==> config.mk <==
export PLATFORM = sky130hd
export DESIGN_NAME = serial_calendar_clock_with_pulse_timer_core
export DESIGN_NICKNAME = d
export VERILOG_FILES = /design/src/rtl/core/sccpt_pkg.sv /design/src/rtl/core/sccpt_calendar.sv /design/src/rtl/core/sccpt_timer.sv /design/src/rtl/core/sccpt_out_buffer.sv /design/src/rtl/core/serial_calendar_clock_with_pulse_timer_core.sv
export SDC_FILE = /design/constraint.sdc
export NUM_CORES = 1
export LEC_CHECK = 0
export ABC_AREA = 0
export BUFFER_PORTS_ARGS = -buffer_cell sky130_fd_sc_hd__buf_2
export CORE_MARGIN = 10
export CORE_UTILIZATION = 55
export CTS_BUF_LIST = sky130_fd_sc_hd__clkbuf_8 sky130_fd_sc_hd__clkbuf_16
export CTS_CLUSTER_DIAMETER = 30
export DETAILED_ROUTE_END_ITERATION = 10
export PLACE_DENSITY = 0.76
export SLEW_MARGIN = 20
export SYNTH_ARGS = -nofsm -noshare
export SYNTH_HDL_FRONTEND = slang
export SYNTH_HIERARCHICAL = 1
export SYNTH_SLANG_ARGS = --single-unit
==> constraint.sdc <==
create_clock -name clock -period 10.3 [get_ports clock]
set_input_delay 1.545 -clock clock [delete_from_list [all_inputs] [get_ports clock]]
set_output_delay 1.545 -clock clock [all_outputs]
set_load 0.01 [all_outputs]
==> src/rtl/core/sccpt_pkg.sv <==
// Shared types, command codes and helper functions for the serial calendar clock.
// No dependencies; every other file in rtl/core imports this package.
`default_nettype none

package sccpt_pkg;

   localparam logic [23:0] CPS_RESET     = 24'd12000000;
   localparam int          DATA_BITS     = 48;
   localparam int          CYCLE_BITS    = 25;
   localparam int          INTERVAL_BITS = 30;
   localparam int          COUNTER_BITS  = 32;

   typedef enum logic [3:0] {
      CMD_HOLD       = 4'h0,
      CMD_SHIFT      = 4'h1,
      CMD_SET        = 4'h2,
      CMD_READ       = 4'h3,
      CMD_TP_64      = 4'h4,
      CMD_TP_256     = 4'h5,
      CMD_TP_2048    = 4'h6,
      CMD_TP_4096    = 4'h7,
      CMD_INT_1S     = 4'h8,
      CMD_INT_10S    = 4'h9,
      CMD_INT_30S    = 4'hA,
      CMD_INT_60S    = 4'hB,
      CMD_FLAG_RESET = 4'hC,
      CMD_INT_RUN    = 4'hD,
      CMD_INT_STOP   = 4'hE,
      CMD_TEST       = 4'hF
   } cmd_type;

   typedef struct packed {
      logic        run;      // execute cmd on this transaction
      cmd_type     cmd;
      logic        advance;  // time advance on this transaction
      logic [15:0] cycles;
   } timer_ctrl_type;

   typedef struct packed {
      logic tick;         // one second elapsed on this transaction
      logic half_level;   // 1 Hz level after the update
      logic pulse_level;  // timing pulse level after the update
   } timer_stat_type;

   typedef struct packed {
      logic set;
      logic tick;
   } cal_ctrl_type;

   typedef struct packed {
      logic pulse_out;
      logic data_out;
   } rsp_type;

   // Two BCD-style digits to a count, with no range check on the digits.
   function automatic logic [7:0] digits_to_count(input logic [3:0] hi, input logic [3:0] lo);
      logic [7:0] h;
      h = {4'b0, hi};
      return (h << 3) + (h << 1) + {4'b0, lo};
   endfunction

   // Splits a count into {tens, ones}; tens may reach 25 and spill past a nibble.
   function automatic logic [8:0] count_to_digits(input logic [7:0] v);
      logic [15:0] prod;
      logic [4:0]  tens;
      logic [7:0]  tens_x10;
      logic [7:0]  ones;
      prod     = {8'b0, v} * 16'd205;
      tens     = prod[15:11];
      tens_x10 = ({3'b0, tens} << 3) + ({3'b0, tens} << 1);
      ones     = v - tens_x10;
      return {tens, ones[3:0]};
   endfunction

endpackage

`default_nettype wire

==> src/rtl/core/sccpt_calendar.sv <==
// Calendar counters: second through year, with time set and time read word.
// Depends on sccpt_pkg for the control struct and digit helpers.
`default_nettype none

module sccpt_calendar
   import sccpt_pkg::*;
(
   input  wire logic                 clock,
   input  wire logic                 reset,
   input  wire cal_ctrl_type         ctrl,
   input  wire logic [DATA_BITS-1:0] set_word,
   output logic      [DATA_BITS-1:0] read_word
);

   logic [7:0] second_ff, second_in;
   logic [7:0] minute_ff, minute_in;
   logic [7:0] hour_ff, hour_in;
   logic [7:0] day_ff, day_in;
   logic [3:0] weekday_ff, weekday_in;
   logic [3:0] month_ff, month_in;
   logic [7:0] year_ff, year_in;

   function automatic logic [7:0] month_length(input logic [3:0] m, input logic [7:0] y);
      logic [7:0] len;
      unique case (m)
         4'd2:                      len = (y[1:0] == 2'b00) ? 8'd29 : 8'd28;
         4'd4, 4'd6, 4'd9, 4'd11:   len = 8'd30;
         default:                   len = 8'd31;
      endcase
      return len;
   endfunction

   always_comb begin
      logic [7:0] s1, m1, h1, d1, y1;
      logic [4:0] w1, mo1;
      second_in  = second_ff;
      minute_in  = minute_ff;
      hour_in    = hour_ff;
      day_in     = day_ff;
      weekday_in = weekday_ff;
      month_in   = month_ff;
      year_in    = year_ff;
      s1  = second_ff + 8'd1;
      m1  = minute_ff + 8'd1;
      h1  = hour_ff + 8'd1;
      d1  = day_ff + 8'd1;
      y1  = year_ff + 8'd1;
      w1  = {1'b0, weekday_ff} + 5'd1;
      mo1 = {1'b0, month_ff} + 5'd1;
      if (ctrl.set) begin
         second_in  = digits_to_count(set_word[7:4], set_word[3:0]);
         minute_in  = digits_to_count(set_word[15:12], set_word[11:8]);
         hour_in    = digits_to_count(set_word[23:20], set_word[19:16]);
         day_in     = digits_to_count(set_word[31:28], set_word[27:24]);
         weekday_in = set_word[35:32];
         month_in   = set_word[39:36];
         year_in    = digits_to_count(set_word[47:44], set_word[43:40]);
      end else if (ctrl.tick) begin
         // Each unit carries only when the one below it has wrapped.
         if (s1 < 8'd60) begin
            second_in = s1;
         end else begin
            second_in = 8'd0;
            if (m1 < 8'd60) begin
               minute_in = m1;
            end else begin
               minute_in = 8'd0;
               if (h1 < 8'd24) begin
                  hour_in = h1;
               end else begin
                  hour_in    = 8'd0;
                  weekday_in = (w1 >= 5'd7) ? 4'd0 : w1[3:0];
                  if (d1 <= month_length(month_ff, year_ff)) begin
                     day_in = d1;
                  end else begin
                     day_in = 8'd1;
                     if (mo1 <= 5'd12) begin
                        month_in = mo1[3:0];
                     end else begin
                        month_in = 4'd1;
                        year_in  = (y1 >= 8'd100) ? 8'd0 : y1;
                     end
                  end
               end
            end
         end
      end
   end

   always_comb begin
      logic [8:0]  sd, md, hd, dd, yd;
      logic [55:0] word;
      sd = count_to_digits(second_ff);
      md = count_to_digits(minute_ff);
      hd = count_to_digits(hour_ff);
      dd = count_to_digits(day_ff);
      yd = count_to_digits(year_ff);
      // Tens above 15 overlap the next field and are ORed into it.
      word = ({47'b0, sd}) | ({47'b0, md} << 8) | ({47'b0, hd} << 16) |
             ({47'b0, dd} << 24) | ({52'b0, weekday_ff} << 32) |
             ({52'b0, month_ff} << 36) | ({47'b0, yd} << 40);
      read_word = word[DATA_BITS-1:0];
   end

   always_ff @(posedge clock) begin
      if (reset) begin
         second_ff  <= 8'd0;
         minute_ff  <= 8'd0;
         hour_ff    <= 8'd0;
         day_ff     <= 8'd1;
         weekday_ff <= 4'd0;
         month_ff   <= 4'd1;
         year_ff    <= 8'd0;
      end else begin
         second_ff  <= second_in;
         minute_ff  <= minute_in;
         hour_ff    <= hour_in;
         day_ff     <= day_in;
         weekday_ff <= weekday_in;
         month_ff   <= month_in;
         year_ff    <= year_in;
      end
   end

endmodule

`default_nettype wire

==> src/rtl/core/sccpt_timer.sv <==
// Second divider, 1 Hz level and timing-pulse generator with its interval commands.
// Depends on sccpt_pkg for the control and status structs.
`default_nettype none

module sccpt_timer
   import sccpt_pkg::*;
(
   input  wire logic           clock,
   input  wire logic           reset,
   input  wire logic [23:0]    cycles_per_second,
   input  wire timer_ctrl_type ctrl,
   output timer_stat_type      stat
);

   logic [CYCLE_BITS-1:0]    second_cycles_ff, second_cycles_in;
   logic [INTERVAL_BITS-1:0] interval_ff, interval_in;
   logic [COUNTER_BITS-1:0]  counter_ff, counter_in;
   logic                     stopped_ff, stopped_in;
   logic                     half_ff, half_in;
   logic                     level_ff, level_in;
   logic                     tick;

   always_comb begin
      logic [INTERVAL_BITS-1:0] cps;
      logic [CYCLE_BITS:0]      sum;
      logic [CYCLE_BITS:0]      sum_adj;
      logic [COUNTER_BITS-1:0]  cnt;
      second_cycles_in = second_cycles_ff;
      interval_in      = interval_ff;
      counter_in       = counter_ff;
      stopped_in       = stopped_ff;
      half_in          = half_ff;
      level_in         = level_ff;
      tick             = 1'b0;
      cps     = {6'b0, cycles_per_second};
      sum     = {1'b0, second_cycles_ff} + {10'b0, ctrl.cycles};
      sum_adj = sum;
      cnt     = counter_ff + {16'b0, ctrl.cycles};
      if (ctrl.run) begin
         unique case (ctrl.cmd)
            CMD_HOLD:       interval_in = cps >> 6;
            CMD_TP_64: begin
               interval_in = cps >> 6;
               stopped_in  = 1'b0;
            end
            CMD_TP_256: begin
               interval_in = cps >> 8;
               stopped_in  = 1'b0;
            end
            CMD_TP_2048: begin
               interval_in = cps >> 11;
               stopped_in  = 1'b0;
            end
            CMD_TP_4096: begin
               interval_in = cps >> 12;
               stopped_in  = 1'b0;
            end
            CMD_INT_1S: begin
               interval_in = cps;
               counter_in  = '0;
               stopped_in  = 1'b0;
            end
            CMD_INT_10S: begin
               interval_in = (cps << 3) + (cps << 1);
               counter_in  = '0;
               stopped_in  = 1'b0;
            end
            CMD_INT_30S: begin
               interval_in = (cps << 5) - (cps << 1);
               counter_in  = '0;
               stopped_in  = 1'b0;
            end
            CMD_INT_60S: begin
               interval_in = (cps << 6) - (cps << 2);
               counter_in  = '0;
               stopped_in  = 1'b0;
            end
            CMD_FLAG_RESET: begin
               level_in   = 1'b0;
               stopped_in = 1'b0;
            end
            CMD_INT_RUN: begin
               counter_in = '0;
               stopped_in = 1'b0;
            end
            CMD_INT_STOP:   stopped_in = 1'b1;
            default: ;
         endcase
      end else if (ctrl.advance) begin
         // At most one second is taken out per transaction; the remainder wraps.
         if (sum >= {2'b0, cycles_per_second}) begin
            tick    = 1'b1;
            sum_adj = sum - {2'b0, cycles_per_second};
         end
         second_cycles_in = sum_adj[CYCLE_BITS-1:0];
         half_in = (second_cycles_in >= {2'b0, cycles_per_second[23:1]});
         if (!stopped_ff) begin
            if (cnt >= {2'b0, interval_ff}) begin
               cnt = cnt - {2'b0, interval_ff};
            end
            counter_in = cnt;
            level_in   = (cnt >= {3'b0, interval_ff[INTERVAL_BITS-1:1]});
         end
      end
   end

   assign stat.tick        = tick;
   assign stat.half_level  = half_in;
   assign stat.pulse_level = level_in;

   always_ff @(posedge clock) begin
      if (reset) begin
         second_cycles_ff <= '0;
         interval_ff      <= {6'b0, CPS_RESET};
         counter_ff       <= '0;
         stopped_ff       <= 1'b0;
         half_ff          <= 1'b0;
         level_ff         <= 1'b0;
      end else begin
         second_cycles_ff <= second_cycles_in;
         interval_ff      <= interval_in;
         counter_ff       <= counter_in;
         stopped_ff       <= stopped_in;
         half_ff          <= half_in;
         level_ff         <= level_in;
      end
   end

endmodule

`default_nettype wire

==> src/rtl/core/sccpt_out_buffer.sv <==
// Two-entry result buffer: an output register plus a skid register.
// Depends on sccpt_pkg for the result struct.
`default_nettype none

module sccpt_out_buffer
   import sccpt_pkg::*;
(
   input  wire logic    clock,
   input  wire logic    reset,
   input  wire logic    in_valid,
   input  wire rsp_type in_data,
   output logic         in_ready,
   output logic         out_valid,
   output rsp_type      out_data,
   input  wire logic    out_ready
);

   logic    main_valid_ff, main_valid_in;
   logic    skid_valid_ff, skid_valid_in;
   rsp_type main_ff, main_in;
   rsp_type skid_ff, skid_in;

   always_comb begin
      main_valid_in = main_valid_ff;
      skid_valid_in = skid_valid_ff;
      main_in       = main_ff;
      skid_in       = skid_ff;
      if (!main_valid_ff || out_ready) begin
         if (skid_valid_ff) begin
            main_in       = skid_ff;
            main_valid_in = 1'b1;
            skid_valid_in = 1'b0;
         end else begin
            main_in       = in_data;
            main_valid_in = in_valid;
         end
      end else if (in_valid && !skid_valid_ff) begin
         // Output is stalled; park the new result behind it.
         skid_in       = in_data;
         skid_valid_in = 1'b1;
      end
   end

   assign in_ready  = !skid_valid_ff;
   assign out_valid = main_valid_ff;
   assign out_data  = main_ff;

   always_ff @(posedge clock) begin
      if (reset) begin
         main_valid_ff <= 1'b0;
         skid_valid_ff <= 1'b0;
      end else begin
         main_valid_ff <= main_valid_in;
         skid_valid_ff <= skid_valid_in;
      end
      main_ff <= main_in;
      skid_ff <= skid_in;
   end

endmodule

`default_nettype wire

==> src/rtl/core/serial_calendar_clock_with_pulse_timer_core.sv <==
// Top level of the serial calendar clock: serial port, command decode and result stream.
// Depends on sccpt_pkg, sccpt_calendar, sccpt_timer and sccpt_out_buffer.
//
//   Channel  Direction  Handshake              Payload
//   req      in         req_tvalid/req_tready  tdata pin_data, cycles; tuser func
//   rsp      out        rsp_tvalid/rsp_tready  tdata data_out, pulse_out
//   csr      in         csr_valid/csr_ready    csr_data cycles_per_second
//
// One transaction per cycle while req_tready is high: every item updates all state in the
// cycle it is taken, through the calendar carry chain and the pulse counter add and compare.
// Its result reaches rsp through the output register, by way of the skid register on a stall.
// A stalled rsp side fills the skid register; req_tready drops only when both are full.
// Reset is synchronous; the calendar reads 00-01-01 00:00:00 after it.
`default_nettype none

module serial_calendar_clock_with_pulse_timer_core
   import sccpt_pkg::*;
(
   input  wire logic        clock,
   input  wire logic        reset,
   input  wire logic        req_tvalid,
   output logic             req_tready,
   input  wire logic [23:0] req_tdata,   // [2:0] pin_data, [18:3] cycles, rest zero
   input  wire logic        req_tuser,   // [0] func
   output logic             rsp_tvalid,
   input  wire logic        rsp_tready,
   output logic [7:0]       rsp_tdata,   // [0] data_out, [1] pulse_out, rest zero
   input  wire logic        csr_valid,
   output logic             csr_ready,
   input  wire logic [23:0] csr_data
);

   typedef enum logic [1:0] {
      MODE_HOLD  = 2'd0,
      MODE_SHIFT = 2'd1,
      MODE_SET   = 2'd2,
      MODE_READ  = 2'd3
   } mode_type;

   logic [23:0]          cps_ff;
   logic [3:0]           command_ff, command_in;
   logic [DATA_BITS-1:0] data_ff, data_in;
   mode_type             mode_ff, mode_in;
   logic                 last_clk_ff, last_clk_in;
   logic                 last_stb_ff, last_stb_in;

   logic                 accept;
   logic                 pin_write;
   logic                 stb_rise;
   logic                 clk_rise;
   cmd_type              cmd;
   timer_ctrl_type       timer_ctrl;
   timer_stat_type       timer_stat;
   cal_ctrl_type         cal_ctrl;
   logic [DATA_BITS-1:0] read_word;
   rsp_type              rsp_next;
   rsp_type              rsp_data;

   assign accept    = req_tvalid && req_tready;
   assign pin_write = accept && !req_tuser;
   assign stb_rise  = !last_stb_ff && req_tdata[2];
   assign clk_rise  = !last_clk_ff && req_tdata[1];
   assign cmd       = cmd_type'(command_ff);
   assign csr_ready = 1'b1;

   always_comb begin
      command_in  = command_ff;
      data_in     = data_ff;
      mode_in     = mode_ff;
      last_clk_in = last_clk_ff;
      last_stb_in = last_stb_ff;
      if (pin_write) begin
         last_clk_in = req_tdata[1];
         last_stb_in = req_tdata[2];
         if (stb_rise) begin
            unique case (cmd)
               CMD_HOLD:  mode_in = MODE_HOLD;
               CMD_SHIFT: mode_in = MODE_SHIFT;
               CMD_SET:   mode_in = MODE_SET;
               CMD_READ: begin
                  mode_in = MODE_READ;
                  data_in = read_word;
               end
               default: ;
            endcase
         end else if (!req_tdata[2] && clk_rise) begin
            // The bit leaving the command register feeds the data register in shift mode.
            command_in = {req_tdata[0], command_ff[3:1]};
            if (mode_ff == MODE_SHIFT) begin
               data_in = {command_ff[0], data_ff[DATA_BITS-1:1]};
            end
         end
      end
   end

   assign timer_ctrl.run     = pin_write && stb_rise;
   assign timer_ctrl.cmd     = cmd;
   assign timer_ctrl.advance = accept && req_tuser;
   assign timer_ctrl.cycles  = req_tdata[18:3];

   assign cal_ctrl.set  = pin_write && stb_rise && (cmd == CMD_SET);
   assign cal_ctrl.tick = timer_stat.tick;

   assign rsp_next.data_out  = (mode_in == MODE_HOLD || mode_in == MODE_READ) ?
                               timer_stat.half_level : data_in[0];
   assign rsp_next.pulse_out = timer_stat.pulse_level;

   sccpt_timer u_timer (
      .clock             (clock),
      .reset             (reset),
      .cycles_per_second (cps_ff),
      .ctrl              (timer_ctrl),
      .stat              (timer_stat)
   );

   sccpt_calendar u_calendar (
      .clock     (clock),
      .reset     (reset),
      .ctrl      (cal_ctrl),
      .set_word  (data_ff),
      .read_word (read_word)
   );

   sccpt_out_buffer u_out_buffer (
      .clock     (clock),
      .reset     (reset),
      .in_valid  (accept),
      .in_data   (rsp_next),
      .in_ready  (req_tready),
      .out_valid (rsp_tvalid),
      .out_data  (rsp_data),
      .out_ready (rsp_tready)
   );

   assign rsp_tdata = {6'b0, rsp_data.pulse_out, rsp_data.data_out};

   always_ff @(posedge clock) begin
      if (reset) begin
         cps_ff      <= CPS_RESET;
         command_ff  <= 4'd0;
         data_ff     <= '0;
         mode_ff     <= MODE_HOLD;
         last_clk_ff <= 1'b0;
         last_stb_ff <= 1'b0;
      end else begin
         if (csr_valid && csr_ready) begin
            cps_ff <= csr_data;
         end
         command_ff  <= command_in;
         data_ff     <= data_in;
         mode_ff     <= mode_in;
         last_clk_ff <= last_clk_in;
         last_stb_ff <= last_stb_in;
      end
   end

endmodule

`default_nettype wire
Word level (Yosys, flattened, before mapping)
Cells that the tools add are included.

storage, ports and cells
  register bits = 224
  bits of input ports = 54
  output and inout bits = 11
  logic and storage cells = 236

operators by class
  $add $sub $neg = 34
  $mul = 5
  $lt $le $gt $ge = 11
  equality and inequality tests = 29
  mux-type cells = 79
  bitwise logic cells = 9
  reduce and logical (&&, ||, !) cells = 43

operators with widths
  cell                    count
  $mux W32                8
  $mux W8                 31
  $pmux W30 S8            1
  $mux W48                4
  $mux W25                3
  $mul A8 B8 Y16 const B  4
  $mux W4                 13
  $or A48 B33 Y48         1
  $or A48 B36 Y48         1
  $or A48 B40 Y48         1
  $or A48 B48 Y48         1
  $add A7 B5 Y8           5
  $add A8 B1 Y8 const B   5
  $add A8 B4 Y8           5
  $eq A4 B4 Y1 const B    9
  $add A32 B16 Y32        1
  $ge A32 B29 Y1          1
  $ge A32 B30 Y1          1
  $sub A32 B30 Y32        1
  $sub A29 B25 Y30        1
  $sub A30 B26 Y30        1
  $add A27 B25 Y28        1
  $add A25 B16 Y26        1
  $ge A26 B24 Y1          1
  43 further kinds        109

Logic depth before layout (Yosys ltp)
  word-level depth = 15
  gate-level depth with buffers = 34
  gate-level depth less buffers = 32

Modules after synthesis
The synthesis kept the hierarchy.

modules (own cells, without submodules)
  module                                       instances  cells each  area an instance (um2)  sequential area each (um2)
  sccpt_timer                                  1          1743        13307.8                 1801.7
  sccpt_calendar                               1          1034        9405.3                  960.9
  serial_calendar_clock_with_pulse_timer_core  1          528         4526.8                  1601.5
  sccpt_out_buffer                             1          14          221.5                   160.2

Worst setup path after synthesis
No wires, ideal clock.

  path type = input-to-reg
  start = input port req_tdata[3]
  end = register u_out_buffer.main_ff, in the netlist u_out_buffer/out_data[0], data pin
  setup time = 0.260 ns
  data arrival time = 7.654 ns
  required time = 10.040 ns
  setup slack = 2.387 ns
  cell stages on the path = 31
  path buffers = 1
  cells stage by stage = ha_1 fa_1 a211oi_1 o21ai_0 a31oi_2 o31a_1 nand2b_1 a21oi_1 xnor2_1 ha_1 a21oi_1 o21ai_1 a221oi_1 o21ai_1 a221oi_2 nand2_2 mux2_2 ha_1 a21o_1 a21o_1 a21o_1 a21oi_1 nor2_1 a2111oi_0 a211oi_1 a2111oi_0 a21oi_1 buf_4 a21oi_1 a31oi_1 mux2_2

RTL lines
  element               RTL line                                           source
  from (decl)           serial_calendar_clock_with_pulse_timer_core.sv:23  input wire logic [23:0] req_tdata,
  to (signal assigned)  sccpt_out_buffer.sv:56                             main_ff <= main_in;
  to (decl)             sccpt_out_buffer.sv:20                             rsp_type main_ff, main_in;

==> impl_results.md <==
* Status: finished, final reports clean
* Max Root-Sink Buffers at 3
* Reg-to-Reg Start: u_timer/second_cycles_ff[0]$_SDFFE_PP0P_
* Post-CTS setup buffer count at 0
* Simple-gate share of the synthesized area at 14.8%
* Crit share post-route at 87.2%
* Endpoints failing hold at 0
* Final ANT Viol Nets at 0
* Reg2Reg Depth at 31
* Vias in the first global route at around 24,000
* Final instance area at just over 30,000 µm²
* Flops & latches, synth at approximately 220
* Dpl hpwl at 54,700 µm
* Pwr Density at between 150 and 200 nW/µm²
* Top cells by count, synth: ha_1, inv_1, a21oi_1
* Htree depth at 3
* Synthesized instance count at ~3,300
* R2R Setup Slk at between 2 and 2.5 ns
* Vias after detailed routing at 24,800
* Largest net degree at the start of global routing at 83
* Core Box Area at about 50,000 µm²
* Die height at ~240 µm
* Num Clock Sinks at 224
* VDD IR-drop max at 0.145 mV
* Placement-stage worst setup slack at between 1 and 1.5 ns
* Max FO, Critical Path at 22
* Initial Util at 55.9%
* Total clock buffers created by CTS at between 60 and 70
* WS Path Type: in -> reg
* Max-slew violation count at 0
* Hold crit path type: reg -> reg
* Final WS setup at around 1.3 ns
* Synth cell types at a little over 100
* Core Rows at ~80
* Share of cells above drive strength 1 at 10.6%
* Synth Area in XOR/XNOR at around 7.6%
* Minimum clock period at between 8 and 9 ns
* Avg Cell Area, Syn at 8.27 µm²
* Post-synthesis cell area at around 27,000 µm²
* Setup crit start kind: input port
* Worst skew pair latency at approximately 0.60 ns
* Worst path slowest cell: o21ai_0
* Filler Cell Count at approximately 4,200
* Synth Area in Compound Gates at between 20% and 30%
* Synth area leaders: ha_1, dfxtp_1, a21oi_1, fa_1, xnor2_1
* Top FF cell, synth: dfxtp_1
* Nets at 3,890
* DRT iter0 DRCs at 1,971
* Pre-antenna DRT Iters at 7
* CP startpoint: req_tdata[3]
* Clock network power share at 40.8%
* Comb pwr share at between 40% and 50%
* CTS Root Cell: clkbuf_16
* Rel. slew slack at about 29%
* RSZ-0062 raised after global routing: no
* Crit path capture: u_out_buffer/out_data[0]$_DFFE_PP_
* Multi-input gate area in the final layout at ~21,000 µm²
* NetSw at between 1.5 and 2 mW
* Overall Power at 5.45 mW
* PortBufs at 52
* Adder-cell share of the synthesized area at between 20% and 30%
* Critical path required time at between 10 and 15 ns
* Fraction of synthesized area in multiplexers at 3.16%
* Synth async-reset ratio at 0%
* Hold Buf Count CTS at 0
* Crit path DAT at about 9.3 ns
* Placed cell areas at 28,100 µm²
* Global Route Usage Sum at 24.3%
* Sequential fraction of the synthesis area at between 10% and 20%
* DRC viols at 0
* Worst Tran Pin Value at 1.06 ns
* Int Power at about 3.5 mW
* Max Clock Freq at between 0.1 and 0.15 GHz
* Hold Crit Depth at 2
* Yosys warnings at 6
* Number of enable flip-flop cells after synthesis at 4
* Drt via density at about 6.1
* CTS clock-pin slew for the worst setup and hold paths at roughly 0.040 ns
* Gpl congestion at just under 1
* Number of max-cap violations at 0
* Initial antenna violation count at 0
* Sequential Power Share at 18.1%
* Worst reg2reg path endpoint: u_out_buffer/out_data[0]$_DFFE_PP_
* Top-count cell post-synth: ha_1
* Die Wd at roughly 240 µm
* I/O pin count at 65
* Die Area at between 50,000 and 60,000 µm²
* Critical Path Sink Type: register
* Share of the synthesized area in the top cell type at roughly a fifth
* Post-CTS resize count at 0
* Main combinational cell family by area after synthesis: compound AO/OA/AOI/OAI gates
* Pleak at about 14 nW
* WL/cell at 18.4 µm
* Total Neg Setup Slack at 0 ns
* Hold_ws at 0.453 ns
* Congestion Overflow GR at 0
* Worst path max stage delay at roughly 0.67 ns
* Post-Route WL at between 70,000 and 80,000 µm
* First-pass GRT wire length at between 100,000 and 150,000 µm
* Sw Ratio at about 36%
* Setup Skew at 0.0382 ns
* Seq. cell area at between 4000 and 5000 µm²
* Ant diodes at 0
* CTS tree: yes
* Area growth syn-to-layout at 11.2%
* # setup viols final at 0
* Synth area leader: ha_1
-- worst min path at each step --
stage | start | slack (ns) | end
finish | last_clk_ff$_SDFFE_PP0N_ | 0.45 | last_clk_ff$_SDFFE_PP0N_
global route | u_timer/stopped_ff$_SDFFE_PP0P_ | 0.49 | u_timer/stopped_ff$_SDFFE_PP0P_
CTS | last_clk_ff$_SDFFE_PP0N_ | 0.45 | last_clk_ff$_SDFFE_PP0N_
detailed placement | last_clk_ff$_SDFFE_PP0N_ | 0.45 | last_clk_ff$_SDFFE_PP0N_
global placement | last_clk_ff$_SDFFE_PP0N_ | 0.44 | last_clk_ff$_SDFFE_PP0N_
floorplan | last_clk_ff$_SDFFE_PP0N_ | 0.43 | last_clk_ff$_SDFFE_PP0N_
-- power by group through the flow --
stage	combinational (mW)	clock, mW	sequential [mW]
finish	2.24	2.22	0.989
global route	2.46	2.31	0.994
CTS	2.20	2.25	0.987
detailed placement	2.17	0	1.00
global placement	2.15	0	1.00
floorplan	1.77	0	0.978
-- cells in the final DEF (no fill, tap or decap), drive strengths merged, types with 89 or more instances in the layout --
cell type and instances:
a211oi 97, a21o 93, a21oi 267, dfxtp 220, ha 453, inv 312
nand2 198, nor2 194, nor3 148, o21ai 135, xnor2 146, xor2 89
-- layer usage --
| layer | wire, µm | GRT usage [%] | vias up |
|---|---|---|---|
| met5 | 0 | 0 | - |
| met4 | 3020 | 11.2 | 0 |
| met3 | 4250 | 3.51 | 180 |
| met2 | 35000 | 40.7 | 788 |
| met1 | 32200 | 30.3 | 11700 |
| li1 | - | - | 12100 |
-- state kept, by name, summed over array words and instances (netlist names), 4 cells and up --
name                      cells
data_ff                      48
u_timer/counter_ff           32
u_timer/interval_ff          30
u_timer/second_cycles_ff     25
cps_ff                       24
u_calendar/day_ff             8
u_calendar/hour_ff            8
u_calendar/minute_ff          8
u_calendar/second_ff          8
u_calendar/year_ff            8
cmd                           4
u_calendar/month_ff           4
u_calendar/weekday_ff         4
-- worst max-delay path, delay by kind of cell --
kind            cells  cell delay (ns)
mux                 2             0.61
xor+xnor            1             0.26
simple gates        7             1.13
fa+ha+maj           4             1.08
compound gates     16             4.28
buf+inv             2             0.38
-- per-stage QoR --
stage               instances  util [%]
floorplan                3324         -
detailed placement       3912      57.1
global route             4035      62.1
finish                   4035      62.1
CTS                      4035      62.1
global placement         3912      57.1
-- area by class of cell --
class,count,area share [%]
Clock inverter,43,1.89
Tap cell,664,2.72
Clock buffer,80,6.22
Multi-Input combinational cell,2638,69.0
Sequential cell,224,14.8
Inverter,304,3.74
Timing Repair Buffer,82,1.61
-- logic make-up (layout without fill, tap and decap cells) --
group	after synthesis	after routing
and+or+nand+nor	829	829
other	2	7
adders and majority gates	518	518
DFF	224	224
xor gates and xnor gates	236	236
muxes	72	72
AOI/OAI and AO/OA	976	976
buffers and inverters	462	509
Note: power is estimated with default switching activity, not from simulation.
